[config.mk]
export PLATFORM = sky130hd
export DESIGN_NAME = clipped_bresenham_line_writer_unit_flat
export DESIGN_NICKNAME = d
export VERILOG_FILES = /design/src/hw/rtl/cblw_pkg.sv /design/src/hw/rtl/cblw_req_if.sv /design/src/hw/rtl/cblw_pix_if.sv /design/src/hw/rtl/clipped_bresenham_line_writer_unit.sv /design/src/hw/rtl/cblw_stepper.sv /design/src/hw/rtl/cblw_addr_pipe.sv /design/src/flat_wrapper.sv
export VERILOG_INCLUDE_DIRS = /design/src /design/src/hw/rtl
export SDC_FILE = /design/constraint.sdc
export NUM_CORES = 2
export LEC_CHECK = 0
export BUFFER_PORTS_ARGS = -buffer_cell sky130_fd_sc_hd__buf_4
export CAP_MARGIN = 20
export CORE_MARGIN = 3
export CORE_UTILIZATION = 57
export DETAILED_ROUTE_END_ITERATION = 8
export GPL_ROUTABILITY_DRIVEN = 0
export PLACE_DENSITY = 0.81
export SLEW_MARGIN = 40
export SYNTH_ARGS = -nofsm -noshare
export SYNTH_HDL_FRONTEND = slang
export SYNTH_SLANG_ARGS = --single-unit
[constraint.sdc]
create_clock -name clk -period 6.6 [get_ports clk]
set_input_delay 0.66 -clock clk [delete_from_list [all_inputs] [get_ports clk]]
set_output_delay 0.66 -clock clk [all_outputs]
set_load 0.005 [all_outputs]
[src/hw/rtl/clipped_bresenham_line_writer_unit_assert.svh]
// Assertion macros for the clipped Bresenham line writer.
`ifndef CLIPPED_BRESENHAM_LINE_WRITER_UNIT_ASSERT_SVH
`define CLIPPED_BRESENHAM_LINE_WRITER_UNIT_ASSERT_SVH

// same-cycle implication
`define CBLW_ASSERT_IMPL(label, clk, rst_n, ante, cons, msg) \
	label: assert property (@(posedge clk) disable iff (!(rst_n)) (ante) |-> (cons)) \
		else $error(msg);

// next-cycle implication
`define CBLW_ASSERT_NEXT(label, clk, rst_n, ante, cons, msg) \
	label: assert property (@(posedge clk) disable iff (!(rst_n)) (ante) |=> (cons)) \
		else $error(msg);

`endif

[src/hw/rtl/cblw_pkg.sv]
// Shared constants and types for the clipped Bresenham line writer.
`default_nettype none

package cblw_pkg;

	localparam int IN_COORD_W = 16;
	localparam int COLOR_W    = 32;
	localparam int DIM_W      = 15;
	localparam int BYTES_W    = 32;
	localparam int FMT_W      = 2;
	localparam int CFG_IDX_W  = 3;

	localparam logic REQ_START = 1'b0;
	localparam logic REQ_STEP  = 1'b1;

	localparam logic [FMT_W-1:0] FMT_RGB = 2'd0;
	localparam logic [FMT_W-1:0] FMT_BGR = 2'd1;

	typedef enum logic [CFG_IDX_W-1:0] {
		REG_FB_BASE,
		REG_FB_BYTES,
		REG_PIXEL_FORMAT,
		REG_SCREEN_WIDTH,
		REG_SCREEN_HEIGHT,
		REG_ROW_STRIDE
	} cfg_reg_t;

	typedef struct packed {
		logic             usable;
		logic [DIM_W-1:0] width;
		logic [DIM_W-1:0] height;
		logic [DIM_W-1:0] stride;
	} fb_geom_t;

endpackage

`default_nettype wire

[src/hw/rtl/cblw_req_if.sv]
// Request channel: line start or pixel step words.
`default_nettype none

interface cblw_req_if;
	logic                                   valid;
	logic                                   ready;
	logic                                   req_type;
	logic signed [cblw_pkg::IN_COORD_W-1:0] x_start;
	logic signed [cblw_pkg::IN_COORD_W-1:0] y_start;
	logic signed [cblw_pkg::IN_COORD_W-1:0] x_end;
	logic signed [cblw_pkg::IN_COORD_W-1:0] y_end;
	logic [cblw_pkg::COLOR_W-1:0]           line_color_in;

	modport source (output valid, req_type, x_start, y_start, x_end, y_end, line_color_in,
		input ready);
	modport sink (input valid, req_type, x_start, y_start, x_end, y_end, line_color_in,
		output ready);
endinterface

`default_nettype wire

[src/hw/rtl/cblw_pix_if.sv]
// Pixel write channel.
`default_nettype none

interface cblw_pix_if #(
	parameter int ADDR_BITS = 48
);
	logic                         valid;
	logic                         ready;
	logic                         write_enable;
	logic [ADDR_BITS-1:0]         pixel_address;
	logic [cblw_pkg::COLOR_W-1:0] pixel_value;
	logic                         last;

	modport source (output valid, write_enable, pixel_address, pixel_value, last,
		input ready);
	modport sink (input valid, write_enable, pixel_address, pixel_value, last,
		output ready);
endinterface

`default_nettype wire

[src/hw/rtl/clipped_bresenham_line_writer_unit.sv]
// Top level of the clipped Bresenham line writer.
// Takes one request word per cycle while req.ready is high. A start word loads the endpoints
// and color and gives no pixel; each step word while a line is active gives one pixel write,
// which enters the stage-one register, is clipped and row multiplied into the stage-two
// register, then address added into the output register. The line stepper's error and
// position update sets the rate of one pixel per cycle while req.ready is high; req.ready
// drops only while the three-stage pixel pipeline is full and the output word is not being
// taken. The user must write framebuffer settings through the cfg port only while no pixel
// word is in flight; the block does not enforce it. A change applies from the next step word.
`default_nettype none

`include "clipped_bresenham_line_writer_unit_assert.svh"

module clipped_bresenham_line_writer_unit #(
	parameter int COORD_BITS = 16,
	parameter int ADDR_BITS  = 48
) (
	input  wire logic                           clk,
	input  wire logic                           arst_n,
	input  wire logic                           cfg_we,
	input  wire logic [cblw_pkg::CFG_IDX_W-1:0] cfg_index,
	input  wire logic [ADDR_BITS-1:0]           cfg_data,
	cblw_req_if.sink                            req,
	cblw_pix_if.source                          pix
);

	logic [ADDR_BITS-1:0]          fb_base_q;
	logic [cblw_pkg::BYTES_W-1:0]  fb_bytes_q;
	logic [cblw_pkg::FMT_W-1:0]    fmt_q;
	logic [cblw_pkg::DIM_W-1:0]    width_q, height_q, stride_q;

	logic [2*cblw_pkg::DIM_W-1:0]  area;
	logic [cblw_pkg::BYTES_W-1:0]  need_bytes;
	logic                          fb_ok;
	cblw_pkg::fb_geom_t            geom;

	logic                          acc, pipe_ready;
	logic                          st_valid, st_last;
	logic signed [COORD_BITS-1:0]  st_x, st_y;
	logic [cblw_pkg::COLOR_W-1:0]  st_color;

	always_ff @(posedge clk or negedge arst_n) begin
		if (!arst_n) begin
			fb_base_q  <= '0;
			fb_bytes_q <= '0;
			fmt_q      <= '0;
			width_q    <= '0;
			height_q   <= '0;
			stride_q   <= '0;
		end else if (cfg_we) begin
			case (cfg_index)
				cblw_pkg::REG_FB_BASE:       fb_base_q  <= cfg_data;
				cblw_pkg::REG_FB_BYTES:      fb_bytes_q <= cfg_data[cblw_pkg::BYTES_W-1:0];
				cblw_pkg::REG_PIXEL_FORMAT:  fmt_q      <= cfg_data[cblw_pkg::FMT_W-1:0];
				cblw_pkg::REG_SCREEN_WIDTH:  width_q    <= cfg_data[cblw_pkg::DIM_W-1:0];
				cblw_pkg::REG_SCREEN_HEIGHT: height_q   <= cfg_data[cblw_pkg::DIM_W-1:0];
				cblw_pkg::REG_ROW_STRIDE:    stride_q   <= cfg_data[cblw_pkg::DIM_W-1:0];
				default: ;
			endcase
		end
	end

	always_comb begin
		area       = (2*cblw_pkg::DIM_W)'(stride_q) * (2*cblw_pkg::DIM_W)'(height_q);
		need_bytes = cblw_pkg::BYTES_W'({area, 2'b00});
		fb_ok      = (fb_base_q != '0) &&
			((fmt_q == cblw_pkg::FMT_RGB) || (fmt_q == cblw_pkg::FMT_BGR)) &&
			(stride_q >= width_q) && (need_bytes <= fb_bytes_q);
	end

	assign geom.usable = fb_ok;
	assign geom.width  = width_q;
	assign geom.height = height_q;
	assign geom.stride = stride_q;

	assign req.ready = pipe_ready;
	assign acc       = req.valid && pipe_ready;

	cblw_stepper #(
		.COORD_BITS(COORD_BITS)
	) u_stepper (
		.clk           (clk),
		.arst_n        (arst_n),
		.acc           (acc),
		.req_type      (req.req_type),
		.x_start       (req.x_start),
		.y_start       (req.y_start),
		.x_end         (req.x_end),
		.y_end         (req.y_end),
		.line_color_in (req.line_color_in),
		.pix_valid     (st_valid),
		.pix_x         (st_x),
		.pix_y         (st_y),
		.pix_last      (st_last),
		.pix_color     (st_color)
	);

	cblw_addr_pipe #(
		.COORD_BITS(COORD_BITS),
		.ADDR_BITS (ADDR_BITS)
	) u_addr_pipe (
		.clk      (clk),
		.arst_n   (arst_n),
		.in_valid (st_valid),
		.in_ready (pipe_ready),
		.in_x     (st_x),
		.in_y     (st_y),
		.in_last  (st_last),
		.in_color (st_color),
		.geom     (geom),
		.fb_base  (fb_base_q),
		.pix      (pix)
	);

	// back-pressure only comes from a stalled output word
	`CBLW_ASSERT_IMPL(a_ready_low_only_on_stall, clk, arst_n, !req.ready,
		pix.valid && !pix.ready, "request ready low without an output stall")
	// disabled writes carry a zero address
	`CBLW_ASSERT_IMPL(a_disabled_addr_zero, clk, arst_n, pix.valid && !pix.write_enable,
		pix.pixel_address == '0, "disabled pixel write with nonzero address")
	// a start word never yields a pixel word entering the pipe
	`CBLW_ASSERT_IMPL(a_start_no_pixel, clk, arst_n,
		acc && (req.req_type == cblw_pkg::REQ_START), !st_valid,
		"start word produced a pixel")

endmodule

`default_nettype wire

[src/hw/rtl/cblw_stepper.sv]
// Bresenham line state: loads endpoints on start, advances one point per step until the end point.
`default_nettype none

module cblw_stepper #(
	parameter int COORD_BITS = 16
) (
	input  wire logic                                   clk,
	input  wire logic                                   arst_n,
	input  wire logic                                   acc,
	input  wire logic                                   req_type,
	input  wire logic signed [cblw_pkg::IN_COORD_W-1:0] x_start,
	input  wire logic signed [cblw_pkg::IN_COORD_W-1:0] y_start,
	input  wire logic signed [cblw_pkg::IN_COORD_W-1:0] x_end,
	input  wire logic signed [cblw_pkg::IN_COORD_W-1:0] y_end,
	input  wire logic [cblw_pkg::COLOR_W-1:0]           line_color_in,
	output logic                                        pix_valid,
	output logic signed [COORD_BITS-1:0]                pix_x,
	output logic signed [COORD_BITS-1:0]                pix_y,
	output logic                                        pix_last,
	output logic [cblw_pkg::COLOR_W-1:0]                pix_color
);

	localparam int DW  = COORD_BITS + 2;
	localparam int EW  = COORD_BITS + 3;
	localparam int E2W = COORD_BITS + 4;

	logic                          active_q;
	logic signed [COORD_BITS-1:0]  cur_x_q, cur_y_q, goal_x_q, goal_y_q;
	logic                          dir_x_neg_q, dir_y_neg_q;
	logic signed [DW-1:0]          abs_dx_q, neg_abs_dy_q;
	logic signed [EW-1:0]          err_q;
	logic [cblw_pkg::COLOR_W-1:0]  color_q;

	logic signed [COORD_BITS-1:0]  x0, y0, x1, y1;
	logic signed [DW-1:0]          ddx, ddy, adx0, ndy0;
	logic signed [EW-1:0]          err0, err_nx, add_x, add_y;
	logic signed [E2W-1:0]         e2;
	logic                          step_x, step_y, at_goal;
	logic                          do_start, do_step;

	assign x0 = COORD_BITS'(x_start);
	assign y0 = COORD_BITS'(y_start);
	assign x1 = COORD_BITS'(x_end);
	assign y1 = COORD_BITS'(y_end);

	always_comb begin
		ddx  = DW'(x1) - DW'(x0);
		ddy  = DW'(y1) - DW'(y0);
		adx0 = (ddx < 0) ? -ddx : ddx;
		ndy0 = (ddy < 0) ? ddy : -ddy;
		err0 = EW'(adx0) + EW'(ndy0);
	end

	always_comb begin
		at_goal = (cur_x_q == goal_x_q) && (cur_y_q == goal_y_q);
		e2      = E2W'(err_q) <<< 1;
		step_x  = e2 >= E2W'(neg_abs_dy_q);
		step_y  = e2 <= E2W'(abs_dx_q);
		add_x   = step_x ? EW'(neg_abs_dy_q) : '0;
		add_y   = step_y ? EW'(abs_dx_q) : '0;
		err_nx  = err_q + add_x + add_y;
	end

	assign do_start = acc && (req_type == cblw_pkg::REQ_START);
	assign do_step  = acc && (req_type == cblw_pkg::REQ_STEP) && active_q;

	always_ff @(posedge clk or negedge arst_n) begin
		if (!arst_n) begin
			active_q     <= 1'b0;
			cur_x_q      <= '0;
			cur_y_q      <= '0;
			goal_x_q     <= '0;
			goal_y_q     <= '0;
			dir_x_neg_q  <= 1'b0;
			dir_y_neg_q  <= 1'b0;
			abs_dx_q     <= '0;
			neg_abs_dy_q <= '0;
			err_q        <= '0;
			color_q      <= '0;
		end else if (do_start) begin
			active_q     <= 1'b1;
			cur_x_q      <= x0;
			cur_y_q      <= y0;
			goal_x_q     <= x1;
			goal_y_q     <= y1;
			dir_x_neg_q  <= !(x0 < x1);
			dir_y_neg_q  <= !(y0 < y1);
			abs_dx_q     <= adx0;
			neg_abs_dy_q <= ndy0;
			err_q        <= err0;
			color_q      <= line_color_in;
		end else if (do_step) begin
			if (at_goal) begin
				active_q <= 1'b0;
			end else begin
				err_q <= err_nx;
				if (step_x) begin
					cur_x_q <= dir_x_neg_q ? cur_x_q - COORD_BITS'(1) : cur_x_q + COORD_BITS'(1);
				end
				if (step_y) begin
					cur_y_q <= dir_y_neg_q ? cur_y_q - COORD_BITS'(1) : cur_y_q + COORD_BITS'(1);
				end
			end
		end
	end

	assign pix_valid = do_step;
	assign pix_x     = cur_x_q;
	assign pix_y     = cur_y_q;
	assign pix_last  = at_goal;
	assign pix_color = color_q;

endmodule

`default_nettype wire

[src/hw/rtl/cblw_addr_pipe.sv]
// Pixel pipeline: clip test, row multiply, address add, output register.
`default_nettype none

module cblw_addr_pipe #(
	parameter int COORD_BITS = 16,
	parameter int ADDR_BITS  = 48
) (
	input  wire logic                            clk,
	input  wire logic                            arst_n,
	input  wire logic                            in_valid,
	output logic                                 in_ready,
	input  wire logic signed [COORD_BITS-1:0]    in_x,
	input  wire logic signed [COORD_BITS-1:0]    in_y,
	input  wire logic                            in_last,
	input  wire logic [cblw_pkg::COLOR_W-1:0]    in_color,
	input  wire cblw_pkg::fb_geom_t              geom,
	input  wire logic [ADDR_BITS-1:0]            fb_base,
	cblw_pix_if.source                           pix
);

	localparam int CW     = (COORD_BITS > cblw_pkg::DIM_W) ? COORD_BITS : cblw_pkg::DIM_W;
	localparam int PROD_W = COORD_BITS + cblw_pkg::DIM_W;
	localparam int SUM_W  = (ADDR_BITS > PROD_W + 3) ? ADDR_BITS : PROD_W + 3;

	logic                          v_s1, last_s1;
	logic signed [COORD_BITS-1:0]  x_s1, y_s1;
	logic [cblw_pkg::COLOR_W-1:0]  color_s1;

	logic                          v_s2, en_s2, last_s2;
	logic [COORD_BITS-1:0]         x_s2;
	logic [PROD_W-1:0]             prod_s2;
	logic [cblw_pkg::COLOR_W-1:0]  color_s2;

	logic adv_s1, adv_s2, adv_out;
	logic on_scr, en;
	logic [CW-1:0] xu, yu;
	logic [PROD_W-1:0] prod;
	logic [SUM_W-1:0] offs, addr_sum;

	assign adv_out  = !pix.valid || pix.ready;
	assign adv_s2   = !v_s2 || adv_out;
	assign adv_s1   = !v_s1 || adv_s2;
	assign in_ready = adv_s1;

	always_comb begin
		xu     = CW'(unsigned'(x_s1));
		yu     = CW'(unsigned'(y_s1));
		on_scr = !x_s1[COORD_BITS-1] && !y_s1[COORD_BITS-1] &&
			(xu < CW'(geom.width)) && (yu < CW'(geom.height));
		en     = on_scr && geom.usable;
		prod   = PROD_W'(unsigned'(y_s1)) * PROD_W'(geom.stride);
	end

	always_comb begin
		offs     = SUM_W'(prod_s2) + SUM_W'(x_s2);
		addr_sum = SUM_W'(fb_base) + (offs << 2);
	end

	always_ff @(posedge clk or negedge arst_n) begin
		if (!arst_n) begin
			v_s1      <= 1'b0;
			v_s2      <= 1'b0;
			pix.valid <= 1'b0;
		end else begin
			if (adv_s1) begin
				v_s1 <= in_valid;
			end
			if (adv_s2) begin
				v_s2 <= v_s1;
			end
			if (adv_out) begin
				pix.valid <= v_s2;
			end
		end
	end

	always_ff @(posedge clk) begin
		if (adv_s1 && in_valid) begin
			x_s1     <= in_x;
			y_s1     <= in_y;
			last_s1  <= in_last;
			color_s1 <= in_color;
		end
		if (adv_s2 && v_s1) begin
			en_s2    <= en;
			x_s2     <= unsigned'(x_s1);
			prod_s2  <= prod;
			last_s2  <= last_s1;
			color_s2 <= color_s1;
		end
		if (adv_out && v_s2) begin
			pix.write_enable  <= en_s2;
			pix.pixel_address <= en_s2 ? ADDR_BITS'(addr_sum) : '0;
			pix.pixel_value   <= color_s2;
			pix.last          <= last_s2;
		end
	end

endmodule

`default_nettype wire

[src/flat_wrapper.sv]
// flat-port wrapper written by rule: the top's interface ports become plain ports
module clipped_bresenham_line_writer_unit_flat 
#(
	parameter int COORD_BITS = 16,
	parameter int ADDR_BITS  = 48
)
  (clk, arst_n, cfg_we, cfg_index, cfg_data, req_valid, req_req_type, req_x_start, req_y_start, req_x_end, req_y_end, req_line_color_in, req_ready, pix_valid, pix_write_enable, pix_pixel_address, pix_pixel_value, pix_last, pix_ready);
  cblw_req_if req_i ();
  cblw_pix_if #(.ADDR_BITS(ADDR_BITS)) pix_i ();
  input  wire logic clk;
  input  wire logic arst_n;
  input  wire logic cfg_we;
  input  wire logic [cblw_pkg::CFG_IDX_W-1:0] cfg_index;
  input  wire logic [ADDR_BITS-1:0] cfg_data;
  input wire logic [$bits(req_i.valid)-1:0] req_valid;
  input wire logic [$bits(req_i.req_type)-1:0] req_req_type;
  input wire logic [$bits(req_i.x_start)-1:0] req_x_start;
  input wire logic [$bits(req_i.y_start)-1:0] req_y_start;
  input wire logic [$bits(req_i.x_end)-1:0] req_x_end;
  input wire logic [$bits(req_i.y_end)-1:0] req_y_end;
  input wire logic [$bits(req_i.line_color_in)-1:0] req_line_color_in;
  output wire logic [$bits(req_i.ready)-1:0] req_ready;
  output wire logic [$bits(pix_i.valid)-1:0] pix_valid;
  output wire logic [$bits(pix_i.write_enable)-1:0] pix_write_enable;
  output wire logic [$bits(pix_i.pixel_address)-1:0] pix_pixel_address;
  output wire logic [$bits(pix_i.pixel_value)-1:0] pix_pixel_value;
  output wire logic [$bits(pix_i.last)-1:0] pix_last;
  input wire logic [$bits(pix_i.ready)-1:0] pix_ready;
  assign req_i.valid = req_valid;
  assign req_i.req_type = req_req_type;
  assign req_i.x_start = req_x_start;
  assign req_i.y_start = req_y_start;
  assign req_i.x_end = req_x_end;
  assign req_i.y_end = req_y_end;
  assign req_i.line_color_in = req_line_color_in;
  assign req_ready = req_i.ready;
  assign pix_valid = pix_i.valid;
  assign pix_write_enable = pix_i.write_enable;
  assign pix_pixel_address = pix_i.pixel_address;
  assign pix_pixel_value = pix_i.pixel_value;
  assign pix_last = pix_i.last;
  assign pix_i.ready = pix_ready;
  clipped_bresenham_line_writer_unit #(.COORD_BITS(COORD_BITS), .ADDR_BITS(ADDR_BITS)) u_core (.clk(clk), .arst_n(arst_n), .cfg_we(cfg_we), .cfg_index(cfg_index), .cfg_data(cfg_data), .req(req_i), .pix(pix_i));
endmodule
==> flow_summary.yaml <==
global_route:
  track_usage: 0.293
  antenna_found_initial: 2
  grt_remaining_overflow: 0
  grt_first_pass_wirelength_mm: 189
  grt_max_degree: 93
  grt_pass1_vias: 35645
run_status:
  violations: "setup timing"
  status: "complete, but fails checks"
yosys:
  ys_seq_area_frac: 0.316
  synth_edf_count: 228
  postSynthCellCount: 4455
  ys_ff_latch: 511
  synthDistinctLibCells: 74
  syn_area_um2: 44100
  synth.most_common_cell: "nand2_1"
  synth_top_area_share: 0.169
  syn_area_per_cell_um2: 9.89
  syn-num-nets: 5428
  synthTopCellsByCount: "601 x nand2_1, 567 x inv_1, 447 x ha_1"
  synth_area_leader_cell: "fa_1"
  synth_area_leaders: "fa_1 17%, dfrtp_1 16%, edfxtp_1 16%, ha_1 13%, nand2_1 5.1%"
  async_reset_ff_frac: 0.554
  yosysWarnings: 0
  synth_ff_type: "dfrtp_1"
hold_path:
  hp-start: "cfg_data[34]"
  min_to: "u_core.fb_base_q[34]"
  whs_path_depth: 3
  hold_path.class: "in -> reg"
setup_path:
  r2r-start: "u_core.height_q[3]"
  crit_path_end_kind: "register"
  crit_top_cell: "fa_1"
  max_stage_delay_ps: 600
  path_max_fanout: 5
  path_delay_family: "adder cells"
  cp.arrival_ps: 7550
  r2r_slack_ps: -590
  crit_buf_inv: 5
  start_kind: "register"
  required_ps: 6960
  crit_type: "reg -> reg"
  r2r-end: "u_core.u_addr_pipe.en_s2"
  r2r_cells: 30
  slowest_stage: "fa_1"
die:
  dieHeight_um: 284
  io_pins: 237
  rows: 101
  core_um2: 76300
  die_area_um2: 80700
  start_util: 0.577
  die-width_um: 284
sta:
  worstMarginPinSlew_ps: 918
  skew_ps: 78.1
  setup-violations-final: 2
  period_share: 1.09
  hold_viol_final: 0
  min_period_ps: 7190
  max_freq_ghz: 0.139
  rsz0062_at_grt: "true"
  hold-worst-slack_ps: 206
  drv_slew: 0
  slew_headroom: 0.383
  fin_ws_ps: -593
detailed_routing:
  vias: 34563
  drc: 0
  drtAntennaViolNets: 0
  viasPerCell: 5.84
  drt_iter0_markers: 2700
  totalWireLength_mm: 120
  avgRoutedWirePerCell_um: 20.3
  drt_first_pass_iters: 8
final_layout:
  final_nets: 5811
  multiInputGateArea_um2: 28000
  area_delta_synth_final_pct: 15.8
  design_area_um2: 51000
  regArea_um2: 13900
  final.fill_count: 5683
  layout.cells.non_filler: 5918
  drive_above_1_share: 0.166
placed_design:
  dpl.hpwl_mm: 91.5
  placed_cells: 5770
  dpl_worst_slack_ps: -570
  postPlaceCellArea_um2: 48300
  io_buffers: 236
cts:
  clk_latency_ps: 670
  numCtsBuffers: 55
  cts_num_sinks: 511
  clk_pin_slew_ps: 70
  cts_max_path_buffers: 3
  cts_tree: "done"
  htree_num_levels: 2
  cts_root_buffer: "clkbuf_16"
flow_run:
  maxCapViolations: 0
-- final cells by class --
cell class | instances | share of cell area
antenna | 3 | 0.000147
clock buffer | 77 | 0.0298
clock inverter | 27 | 0.00613
inverter | 567 | 0.0417
multi-input combinational | 3226 | 0.549
sequential | 511 | 0.273
tap | 1030 | 0.0253
timing repair buffer | 477 | 0.0745
-- logic make-up (layout without fill, tap and decap cells) --
logic type | count (synthesis) | after routing | share of synthesized area
AO/OA/AOI/OAI | 712 | 712 | 0.102
AND/OR/NAND/NOR | 1329 | 1329 | 0.144
buffers and inverters | 718 | 1148 | 0.0613
multiplexers | 126 | 126 | 0.0318
flip-flops | 511 | 511 | 0.316
XOR/XNOR | 238 | 238 | 0.0476
adder cells (fa/ha/maj) | 820 | 820 | 0.296
other | 1 | 4 | 0.0000851
-- per-stage QoR --
stage,util,setup TNS [ps]
floorplan,-,-176
global placement,0.632,-574
detailed placement,0.633,-1110
CTS,0.662,-462
global route,0.669,-1450
finish,0.669,-682
-- registers in the layout, summed over array words and instances (netlist names), 15 cells and up --
name	cells
u_core.u_stepper.err_q	19
u_core.u_addr_pipe.pix.pixel_value	32
u_core.u_stepper.goal_y_q	16
u_core.u_stepper.pix_y	16
u_core.fb_bytes_q	32
u_core.u_addr_pipe.y_s1	16
u_core.stride_q	15
u_core.u_stepper.abs_dx_q	18
u_core.u_addr_pipe.color_s2	32
u_core.u_stepper.neg_abs_dy_q	18
u_core.u_stepper.goal_x_q	16
u_core.fb_base_q	48
u_core.u_stepper.pix_x	16
u_core.u_addr_pipe.x_s1	16
u_core.u_addr_pipe.prod_s2	31
u_core.u_addr_pipe.color_s1	32
u_core.width_q	15
u_core.u_stepper.pix_color	32
u_core.u_addr_pipe.pix.pixel_address	48
u_core.height_q	15
u_core.u_addr_pipe.x_s2	16
-- layout by cell type, fill, tap and decap left out, types with 55 or more instances in the layout --
cell,n
fa_1,368
o21ai_0,182
ha_1,434
buf_4,442
nand2_1,592
a21o_1,98
clkbuf_16,55
nor2_1,155
edfxtp_1,228
a21oi_1,171
mux2_2,112
xor2_1,84
xnor2_1,150
inv_1,551
and2_1,241
dfrtp_1,269
-- worst max-delay path by stage --
stage / from / to / slack, ps / cells past startpoint
after floorplan: u_core.stride_q[14] / u_core.u_addr_pipe.en_s2 / -180 / 30
after global placement: u_core.stride_q[6] / u_core.u_addr_pipe.en_s2 / -370 / 31
after detailed placement: u_core.stride_q[6] / u_core.u_addr_pipe.en_s2 / -570 / 28
after CTS: u_core.height_q[0] / u_core.u_addr_pipe.en_s2 / -430 / 29
after global routing: u_core.height_q[3] / u_core.u_addr_pipe.en_s2 / -820 / 30
final: u_core.height_q[3] / u_core.u_addr_pipe.en_s2 / -590 / 30
-- tightest hold or removal path, cell delays in order --
cell and delay, ps:
buf_4 80, nand2_1 40, o21ai_0 60
-- per-layer routing --
metal  up-vias  part of all wire  track usage
li1      15636                 -            -
met1     16848              0.38        0.366
met2      1641              0.47        0.488
met3       436             0.089       0.0618
met4         2             0.055        0.141
met5         -           0.00012            0
-- what timing repair did --
action / CTS / global route
resized for setup: 59 / 91
hold endpoints to repair: 25 / 0
setup endpoints to repair: 3 / 6
buffers inserted: 21 / 25
pin swaps: 40 / 90
hold buffers: 1 / 0
Power is left out: the tool's default activity adds up to more than one toggle a clock period on the data nets, which glitch-free logic cannot reach.
